==> src/design/bgc_pkg.sv <==
// Shared types, constants and helpers for the button gesture classifier.
// No dependencies; used by every module in the design folder.
package bgc_pkg;

	// Latched / pending event codes
	typedef enum logic [2:0] {
		EV_NONE    = 3'd0,
		EV_PRESS   = 3'd1,
		EV_RELEASE = 3'd2,
		EV_SINGLE  = 3'd3,
		EV_DOUBLE  = 3'd4,
		EV_LONG1   = 3'd5,
		EV_LONG2   = 3'd6
	} event_t;

	// Input commands
	localparam logic CMD_SAMPLE = 1'b0;
	localparam logic CMD_CLEAR  = 1'b1;

	// Configuration register indexes
	localparam int unsigned CFG_INDEX_W = 3;
	localparam int unsigned CFG_DATA_W  = 48;
	typedef enum logic [CFG_INDEX_W-1:0] {
		REG_FUNCTION_MAP  = 3'd0,
		REG_SINGLE_LIMIT  = 3'd1,
		REG_DOUBLE_LIMIT  = 3'd2,
		REG_LONG_LIMIT1   = 3'd3,
		REG_LONG_LIMIT2   = 3'd4,
		REG_STATIC_LIMIT  = 3'd5
	} cfg_reg_t;

	// Fixed time constants in ms
	localparam logic [31:0] IDLE_TIMEOUT_MS  = 32'd30000;
	localparam logic [31:0] ACTIVE_WINDOW_MS = 32'd2000;

	// Register reset values
	localparam logic [47:0] FUNCTION_MAP_RST = 48'h0;
	localparam logic [14:0] SINGLE_LIMIT_RST = 15'd800;
	localparam logic [14:0] DOUBLE_LIMIT_RST = 15'd0;
	localparam logic [14:0] LONG_LIMIT1_RST  = 15'd10000;
	localparam logic [14:0] LONG_LIMIT2_RST  = 15'd20000;
	localparam logic [15:0] STATIC_LIMIT_RST = 16'd5000;

	typedef struct packed {
		logic [47:0] function_map;
		logic [14:0] single_press_limit;
		logic [14:0] double_press_limit;
		logic [14:0] long_press_limit_one;
		logic [14:0] long_press_limit_two;
		logic [15:0] static_hold_limit;
	} cfg_t;

	typedef struct packed {
		logic        command;
		logic        pin_pressed;
		logic [31:0] now_ms;
	} in_item_t;

	typedef struct packed {
		logic [2:0] event_code;
		logic       event_rose;
		logic [7:0] function_code;
		logic       static_hold;
		logic       button_active;
	} out_item_t;

	// Per-channel state carried from item to item
	typedef struct packed {
		logic        last_level;
		event_t      latched_event;
		event_t      pending_event;
		logic [31:0] press_stamp;
		logic        hold_flag;
	} chan_state_t;

	// Function byte assigned to an event; zero for no event
	function automatic logic [7:0] func_of(logic [47:0] fmap, event_t ev);
		logic [7:0] f;
		unique case (ev)
			EV_PRESS:   f = fmap[7:0];
			EV_RELEASE: f = fmap[15:8];
			EV_SINGLE:  f = fmap[23:16];
			EV_DOUBLE:  f = fmap[31:24];
			EV_LONG1:   f = fmap[39:32];
			EV_LONG2:   f = fmap[47:40];
			default:    f = 8'h00;
		endcase
		return f;
	endfunction

endpackage

==> src/design/bgc_cfg_regs.sv <==
// Configuration register file for the button gesture classifier.
// Depends on bgc_pkg for the register indexes and the cfg_t struct.
module bgc_cfg_regs (
	input  logic                            clk,
	input  logic                            arst_n,
	input  logic                            wr_en,
	input  logic [bgc_pkg::CFG_INDEX_W-1:0] wr_index,
	input  logic [bgc_pkg::CFG_DATA_W-1:0]  wr_data,
	output bgc_pkg::cfg_t                   cfg
);
	import bgc_pkg::*;

	cfg_t cfg_q;

	// Write one register per transfer; unknown indexes are dropped
	always_ff @(posedge clk or negedge arst_n) begin
		if (!arst_n) begin
			cfg_q.function_map         <= FUNCTION_MAP_RST;
			cfg_q.single_press_limit   <= SINGLE_LIMIT_RST;
			cfg_q.double_press_limit   <= DOUBLE_LIMIT_RST;
			cfg_q.long_press_limit_one <= LONG_LIMIT1_RST;
			cfg_q.long_press_limit_two <= LONG_LIMIT2_RST;
			cfg_q.static_hold_limit    <= STATIC_LIMIT_RST;
		end else if (wr_en) begin
			unique case (wr_index)
				REG_FUNCTION_MAP: cfg_q.function_map         <= wr_data[47:0];
				REG_SINGLE_LIMIT: cfg_q.single_press_limit   <= wr_data[14:0];
				REG_DOUBLE_LIMIT: cfg_q.double_press_limit   <= wr_data[14:0];
				REG_LONG_LIMIT1:  cfg_q.long_press_limit_one <= wr_data[14:0];
				REG_LONG_LIMIT2:  cfg_q.long_press_limit_two <= wr_data[14:0];
				REG_STATIC_LIMIT: cfg_q.static_hold_limit    <= wr_data[15:0];
				default: ;
			endcase
		end
	end

	assign cfg = cfg_q;

endmodule

==> src/design/bgc_classify.sv <==
// Gesture classification logic: next channel state and result for one item.
// Depends on bgc_pkg for event codes, state, config and payload structs.
module bgc_classify (
	input  bgc_pkg::cfg_t       cfg,
	input  bgc_pkg::chan_state_t st,
	input  bgc_pkg::in_item_t   item,
	output bgc_pkg::chan_state_t nxt,
	output bgc_pkg::out_item_t  res
);
	import bgc_pkg::*;

	logic [31:0] elapsed;
	logic        press_on;
	logic        release_on;
	logic        single_on;
	logic        dbl_on;
	logic        long1_on;
	logic        long2_on;
	event_t      old_ev;
	logic        rose;

	// Elapsed time since the last press, modulo 2^32
	assign elapsed    = item.now_ms - st.press_stamp;
	assign press_on   = func_of(cfg.function_map, EV_PRESS) != 8'h00;
	assign release_on = func_of(cfg.function_map, EV_RELEASE) != 8'h00;
	assign single_on  = func_of(cfg.function_map, EV_SINGLE) != 8'h00;
	assign dbl_on     = func_of(cfg.function_map, EV_DOUBLE) != 8'h00;
	assign long1_on   = func_of(cfg.function_map, EV_LONG1) != 8'h00;
	assign long2_on   = func_of(cfg.function_map, EV_LONG2) != 8'h00;

	// Classify the sample and advance the channel state
	always_comb begin
		nxt    = st;
		old_ev = st.latched_event;
		rose   = 1'b0;
		if (item.command == CMD_CLEAR) begin
			nxt.latched_event = EV_NONE;
		end else begin
			if (item.pin_pressed != st.last_level) begin
				if (item.pin_pressed) begin
					// Drop stale events after a long idle period
					if (elapsed > IDLE_TIMEOUT_MS) begin
						nxt.pending_event = EV_NONE;
						nxt.latched_event = EV_NONE;
						old_ev            = EV_NONE;
					end
					if (cfg.double_press_limit != 15'd0 && dbl_on &&
					    elapsed < 32'(cfg.double_press_limit)) begin
						nxt.pending_event = EV_DOUBLE;
						nxt.latched_event = EV_DOUBLE;
					end else if (press_on) begin
						nxt.pending_event = EV_PRESS;
						nxt.latched_event = EV_PRESS;
					end
					nxt.press_stamp = item.now_ms;
				end else begin
					// Release: hold single or release back while a double may follow
					if (st.pending_event != EV_DOUBLE) begin
						if (cfg.single_press_limit != 15'd0 && single_on &&
						    elapsed < 32'(cfg.single_press_limit)) begin
							nxt.pending_event = EV_SINGLE;
							if (!dbl_on) nxt.latched_event = EV_SINGLE;
						end else if (release_on) begin
							nxt.pending_event = EV_RELEASE;
							if (!dbl_on) nxt.latched_event = EV_RELEASE;
						end
					end
					nxt.hold_flag = 1'b0;
				end
				nxt.last_level = item.pin_pressed;
			end else if (item.pin_pressed) begin
				// Still held: long press stages and static hold
				if (long2_on && elapsed > 32'(cfg.long_press_limit_two)) begin
					if (st.pending_event != EV_LONG2) begin
						nxt.pending_event = EV_LONG2;
						nxt.latched_event = EV_LONG2;
					end
				end else if (long1_on && elapsed > 32'(cfg.long_press_limit_one)) begin
					if (st.pending_event != EV_LONG1) begin
						nxt.pending_event = EV_LONG1;
						nxt.latched_event = EV_LONG1;
					end
				end
				if (elapsed > 32'(cfg.static_hold_limit)) nxt.hold_flag = 1'b1;
			end else if (st.pending_event != EV_NONE && dbl_on &&
			             elapsed > 32'(cfg.double_press_limit)) begin
				// Double-press window passed: commit a pending single or release, clear pending
				if (st.pending_event == EV_SINGLE) nxt.latched_event = EV_SINGLE;
				else if (st.pending_event == EV_RELEASE) nxt.latched_event = EV_RELEASE;
				nxt.pending_event = EV_NONE;
			end
			rose = nxt.latched_event > old_ev;
		end
	end

	// Build the result; a press resets the stamp but also sets the level
	always_comb begin
		res.event_code    = nxt.latched_event;
		res.event_rose    = rose;
		res.function_code = func_of(cfg.function_map, nxt.latched_event);
		res.static_hold   = nxt.hold_flag;
		res.button_active = nxt.last_level | (elapsed < ACTIVE_WINDOW_MS);
	end

endmodule

==> src/design/button_gesture_classifier.sv <==
// Top level of the button gesture classifier: handshakes, pipeline and state.
// Depends on bgc_pkg, bgc_cfg_regs and bgc_classify.
//
//  channel | direction | handshake           | payload
//  --------+-----------+---------------------+------------------------------
//  in      | input     | in_valid / in_stall  | in_data  (in_item_t)
//  out     | output    | out_valid / out_stall| out_data (out_item_t)
//  cfg     | input     | cfg_valid / cfg_ready| cfg_index, cfg_data
//
// One item per cycle sustained while out_stall stays low; an input transfer is stored
// in the input register, then moves to the result register, which drives out_data.
// Classification and the channel state update happen as an item moves from the
// input register to the result register.
// Reset clears the valid flags, the channel state and the configuration
// registers; the data registers are not reset.
// A stalled result holds the result register; the input register still takes
// an item while it is empty. cfg_ready is always high.
module button_gesture_classifier (
	input  logic                            clk,
	input  logic                            arst_n,
	input  logic                            in_valid,
	output logic                            in_stall,
	input  bgc_pkg::in_item_t               in_data,
	output logic                            out_valid,
	input  logic                            out_stall,
	output bgc_pkg::out_item_t              out_data,
	input  logic                            cfg_valid,
	output logic                            cfg_ready,
	input  logic [bgc_pkg::CFG_INDEX_W-1:0] cfg_index,
	input  logic [bgc_pkg::CFG_DATA_W-1:0]  cfg_data
);
	import bgc_pkg::*;

	cfg_t        cfg;
	in_item_t    item_s1;
	logic        valid_s1;
	chan_state_t state_q;
	chan_state_t state_nxt;
	out_item_t   res;
	out_item_t   res_s2;
	logic        valid_s2;
	logic        advance;
	logic        in_xfer;

	assign cfg_ready = 1'b1;

	bgc_cfg_regs u_cfg (
		.clk      (clk),
		.arst_n   (arst_n),
		.wr_en    (cfg_valid & cfg_ready),
		.wr_index (cfg_index),
		.wr_data  (cfg_data),
		.cfg      (cfg)
	);

	bgc_classify u_classify (
		.cfg  (cfg),
		.st   (state_q),
		.item (item_s1),
		.nxt  (state_nxt),
		.res  (res)
	);

	// Move the input register forward whenever the result register frees up
	assign advance  = !valid_s2 || !out_stall;
	assign in_stall = valid_s1 && !advance;
	assign in_xfer  = in_valid && !in_stall;

	// Input register
	always_ff @(posedge clk or negedge arst_n) begin
		if (!arst_n) begin
			valid_s1 <= 1'b0;
		end else if (in_xfer) begin
			valid_s1 <= 1'b1;
		end else if (advance) begin
			valid_s1 <= 1'b0;
		end
	end

	always_ff @(posedge clk) begin
		if (in_xfer) item_s1 <= in_data;
	end

	// Channel state: update as each item leaves the input register
	always_ff @(posedge clk or negedge arst_n) begin
		if (!arst_n) begin
			state_q.last_level    <= 1'b0;
			state_q.latched_event <= EV_NONE;
			state_q.pending_event <= EV_NONE;
			state_q.press_stamp   <= 32'd0;
			state_q.hold_flag     <= 1'b0;
		end else if (valid_s1 && advance) begin
			state_q <= state_nxt;
		end
	end

	// Result register
	always_ff @(posedge clk or negedge arst_n) begin
		if (!arst_n) begin
			valid_s2 <= 1'b0;
		end else if (advance) begin
			valid_s2 <= valid_s1;
		end
	end

	always_ff @(posedge clk) begin
		if (advance && valid_s1) res_s2 <= res;
	end

	assign out_valid = valid_s2;
	assign out_data  = res_s2;

	// Static hold only while the button is held
	a_hold_needs_level: assert property (@(posedge clk) disable iff (!arst_n)
		state_q.hold_flag |-> state_q.last_level)
		else $error("static hold set while released");

	// A rising event is never "none"
	a_rose_has_event: assert property (@(posedge clk) disable iff (!arst_n)
		out_valid && out_data.event_rose |-> out_data.event_code != EV_NONE)
		else $error("event rose with no event");

	// No function byte without an event
	a_func_needs_event: assert property (@(posedge clk) disable iff (!arst_n)
		out_valid && out_data.event_code == EV_NONE |-> out_data.function_code == 8'h00)
		else $error("function code without event");

	// The input side stalls only while an item is held
	a_stall_needs_item: assert property (@(posedge clk) disable iff (!arst_n)
		in_stall |-> valid_s1 && valid_s2)
		else $error("input stalled with no item held");

	// An item leaving the input register always lands in the result register
	a_item_lands: assert property (@(posedge clk) disable iff (!arst_n)
		valid_s1 && advance |=> out_valid)
		else $error("item lost between stages");

endmodule

==> config.mk <==
export PLATFORM = sky130hd
export DESIGN_NAME = button_gesture_classifier
export DESIGN_NICKNAME = d
export VERILOG_FILES = /design/src/design/bgc_pkg.sv /design/src/design/bgc_cfg_regs.sv /design/src/design/bgc_classify.sv /design/src/design/button_gesture_classifier.sv
export SDC_FILE = /design/constraint.sdc
export NUM_CORES = 1
export LEC_CHECK = 0
export BUFFER_PORTS_ARGS = -buffer_cell sky130_fd_sc_hd__buf_2
export CORE_ASPECT_RATIO = 0.6
export CORE_MARGIN = 3
export CORE_UTILIZATION = 66
export CTS_CLUSTER_SIZE = 40
export DETAILED_ROUTE_END_ITERATION = 10
export GPL_TIMING_DRIVEN = 0
export PLACE_DENSITY_LB_ADDON = 0.12
export SYNTH_ARGS = -nofsm -noshare
export SYNTH_HDL_FRONTEND = slang
export SYNTH_SLANG_ARGS = --single-unit
==> constraint.sdc <==
create_clock -name clk -period 9.7 [get_ports clk]
set_input_delay 0 -clock clk [delete_from_list [all_inputs] [get_ports clk]]
set_output_delay 0 -clock clk [all_outputs]
set_load 0.005 [all_outputs]
==> metrics.md <==
| Metric | Value |
|---|---|
| Die area | around 0.022 sq mm |
| Number of I/O pins | between 100 and 150 |
| Design internal power | roughly 2.6 mW |
| Estimated wirelength of the detail-placed design | about 27 mm |
| Max-slew violation count | 0 |
| Type of origin of the critical path | flop |
| Power per standard cell area | about 290 mW/mm^2 |
| Relative contribution of the clock network to total power | between 20 and 25% |
| Count of TritonRoute iterations in the first routing pass | 6 |
| Leakage power total | between 6 and 7 nW |
| Worst path required time | slightly below 10 ns |
| Flop and latch count out of synthesis | roughly 210 |
| Sw Ratio | a little over two fifths |
| Total routing resource utilization after global routing | 35.6% |
| Last weighted congestion value of the routability-driven placer | 0.934 |
| Sum of negative setup slack | 0 ns |
| Post-placement setup slack | between 3 and 4 ns |
| Clk pin slew, worst setup/hold paths | ~0.070 ns |
| Fraction of layout instances using a drive strength above 1 | between 10% and 20% |
| Antenna violations before repair | 0 |
| Most common cell after layout, fill and taps aside | sky130_fd_sc_hd__dfrtp_1 |
| MaxCap Viol Count | 0 |
| Part of the power in combinational logic | about 52% |
| Area of the core | ~0.019 sq mm |
| Routed vias | between 10000 and 15000 |
| Final Core Density | between 80% and 90% |
| Growth of design area from synthesis to finish | 19.3% |
| Iter 0 DRT Violations | around 1400 |
| Number of rows in the core area | 39 |
| PnR worst setup slack | ~2.8 ns |
| Outcome | finished, final reports clean |
| Synthesized area divided by synthesized cell count | 9.81 sq um |
| Clk buf depth | 3 |
| Maximum fanout along the worst path | 10 |
| Post-synthesis net count | between 1500 and 2000 |
| Number of cells produced by synthesis | ~1400 |
| Top library cells by usage in the layout, fill and taps aside | sky130_fd_sc_hd__dfrtp_1, sky130_fd_sc_hd__nand2_1, sky130_fd_sc_hd__inv_1, sky130_fd_sc_hd__o21ai_0, sky130_fd_sc_hd__buf_2 |
| Clock latency of the later-clocked register in the worst-skew pair | between 0.5 and 0.6 ns |
| CP Data Arrival Time | around 7.2 ns |
| Unrepaired setup endpoints after global routing | false |
| CTS sink cnt | approximately 210 |
| Worst-margin pin slew | ~1.1 ns |
| Die boundary width | between 150 and 200 microns |
| Overall routed net length | roughly 40 mm |
| Input/output buffers | around 110 |
| Vias in the first global route | 11455 |
| Fmax | 144 MHz |
| Antenna diode count | 0 |
| Overflow after GRT | 0 |
| TritonCTS clock tree | built |
| Class of the tightest hold or removal check | primary input to flop |
| Min cycle time layout | about 7 ns |
| Sum of met3 wire segment lengths after detailed routing | ~4.4 mm |
| Detail Route met2 WL | 16.9 mm |
| Detailed-route DRC error count | 0 |
| Maximum number of pins on one net before global-route repair | 93 |
| Wire length of the first global-routing pass | about 60 mm |
| Depth of the CTS H-tree | 1 |
| Most used flip-flop cell after synthesis | sky130_fd_sc_hd__dfrtp_1 |
| Initial Util | 68.4% |
| Proportion of power drawn by flip-flops and latches | 27.5% |
| Async set-or-reset flop fraction in the synthesized netlist | 77.6% |
| Average vias per placed instance | approximately 6.4 |
| Worst setup path class | flop to flop |
| Wire per inst | around 21 microns |
| Net Sw Power | ~2.0 mW |
| Net total in the final layout | 1765 |
| Headroom to the max-slew limit | 22.8% |
| Die span in y | ~120 microns |
| Final-report hold violation count | 0 |
| Antenna viol nets, final | 0 |
| Post-DP Area | ~0.014 sq mm |
| Warnings from Yosys | 0 |
| Detailed-routing wirelength on met1 | about 17 mm |
| Maximum resistive drop on vdd | about 0.00019 V |
| Cell area after layout | 0.0158 sq mm |
| Layout fillers | between 1000 and 1500 |
| Inserted Clock Buffers | 21 |
| Max layer used | met4 |
| Skew final | between 0.02 and 0.025 ns |
| Nature of the critical path endpoint | flop |
| Unique cell type count in the Yosys netlist | 93 |
| Total of endpoints with negative setup slack in the final report | 0 |
| EDFF count, synth | 48 |
| Cell area after technology mapping | around 0.013 sq mm |
| CTS root buf | sky130_fd_sc_hd__clkbuf_16 |
| Sequential share of the synthesized area | 42.4% |
| Final clock period utilization by the worst path | 71.6% |
routing by layer:
layer | vias to the layer above | GRT usage (%)
li1 | 5374 | -
met1 | 5678 | 51.7
met2 | 671 | 55.1
met5 | - | 0
met4 | 0 | 8.87
met3 | 93 | 8.10
power groups by stage:
stage | clock [mW] | combinational [mW] | sequential [mW]
global placement | 0 | 2.14 | 1.25
detailed placement | 0 | 2.23 | 1.26
global route | 0.960 | 2.60 | 1.27
finish | 0.921 | 2.38 | 1.25
floorplan | 0 | 1.61 | 1.22
CTS | 0.919 | 2.30 | 1.25
state kept, by name, indices dropped and copies added (netlist names):
name,flops
valid_s1,1
state_q,40
out_data,14
u_cfg.cfg,124
item_s1,34
out_valid,1
logic make-up after synthesis:
group,share of synthesized area (%)
buffers and inverters,5.74
muxes,7.43
other,0.0283
AOI/OAI and AO/OA,17.9
xor gates and xnor gates,1.65
adders and majority gates,10.1
and+or+nand+nor,14.8
DFF,42.4
stage by stage:
| stage | hold WS (ns) | cells | power (mW) |
|---|---|---|---|
| floorplan | -0.296 | 1352 | 2.83 |
| global placement | 0.176 | 1723 | 3.39 |
| detailed placement | 0.0197 | 1724 | 3.49 |
| CTS | 0.00180 | 1850 | 4.47 |
| global route | 0.111 | 1851 | 4.83 |
| finish | 0.0567 | 1851 | 4.55 |
timing repair:
item                      CTS  global route
hold endpoints to repair  252             3
gates resized for setup     0             0
hold buffers               88             1
buffers inserted            0             0
Yosys cell counts (all sizes together) (26+ instances only):
library cell  instances  share of area, %
nand4                32               1.5
dfrtp               148                28
inv                 131               3.7
mux2                 83               7.0
edfxtp               48                11
ha                  104               9.8
nand3                26              0.98
nand2               133               3.8
nor2                 29              0.82
a21oi                66               2.6
clkbuf               35              0.99
o21ai               132               5.0
path summary, 6_finish.rpt:
path | from | endpoint | slack (ns) | cells past startpoint
setup / recovery | item_s1[0] | out_data[10] | 2.76 | 25
hold / removal | cfg_valid | u_cfg.cfg[52] | 0.06 | 5
setup reg to reg | item_s1[0] | out_data[10] | 2.76 | 25
hold reg to reg | item_s1[21] | state_q[22] | 0.50 | 2
max in group asynchronous | arst_n | u_cfg.cfg[27] | 8.74 | 3
min in group asynchronous | arst_n | u_cfg.cfg[94] | 0.07 | 2
critical path, cell delays in order (launching register included):
cell,delay (ns)
sky130_fd_sc_hd__edfxtp_1,0.38
sky130_fd_sc_hd__inv_1,0.06
sky130_fd_sc_hd__ha_1,0.18
sky130_fd_sc_hd__inv_1,0.07
sky130_fd_sc_hd__fa_1,0.42
sky130_fd_sc_hd__a21oi_1,0.21
sky130_fd_sc_hd__o221ai_1,0.26
sky130_fd_sc_hd__a21oi_1,0.60
sky130_fd_sc_hd__xnor2_1,0.52
sky130_fd_sc_hd__ha_1,0.40
sky130_fd_sc_hd__o21a_1,0.19
sky130_fd_sc_hd__o21ai_0,0.32
sky130_fd_sc_hd__inv_1,0.08
sky130_fd_sc_hd__nand4_1,0.11
sky130_fd_sc_hd__o21ai_0,0.09
sky130_fd_sc_hd__nor3b_1,0.86
sky130_fd_sc_hd__a31oi_1,0.22
sky130_fd_sc_hd__a32o_1,0.28
sky130_fd_sc_hd__a21o_1,0.19
sky130_fd_sc_hd__buf_6,0.13
sky130_fd_sc_hd__clkbuf_1,0.25
sky130_fd_sc_hd__inv_1,0.12
sky130_fd_sc_hd__ha_1,0.26
sky130_fd_sc_hd__a21o_1,0.17
sky130_fd_sc_hd__a21oi_1,0.19
sky130_fd_sc_hd__a311oi_1,0.08
layout make-up:
type / count / area [sq um] / area share (%)
Buffer: 59 / 269 / 1.70
Tap cell: 266 / 333 / 2.10
Inverter: 131 / 492 / 3.11
Sequential cell: 214 / 5620 / 35.5
Multi-Input combinational cell: 948 / 6890 / 43.6
Timing Repair Buffer: 195 / 1450 / 9.19
Clock inverter: 14 / 206 / 1.31
Clock buffer: 24 / 557 / 3.52
(Power assumes the default switching activity.)
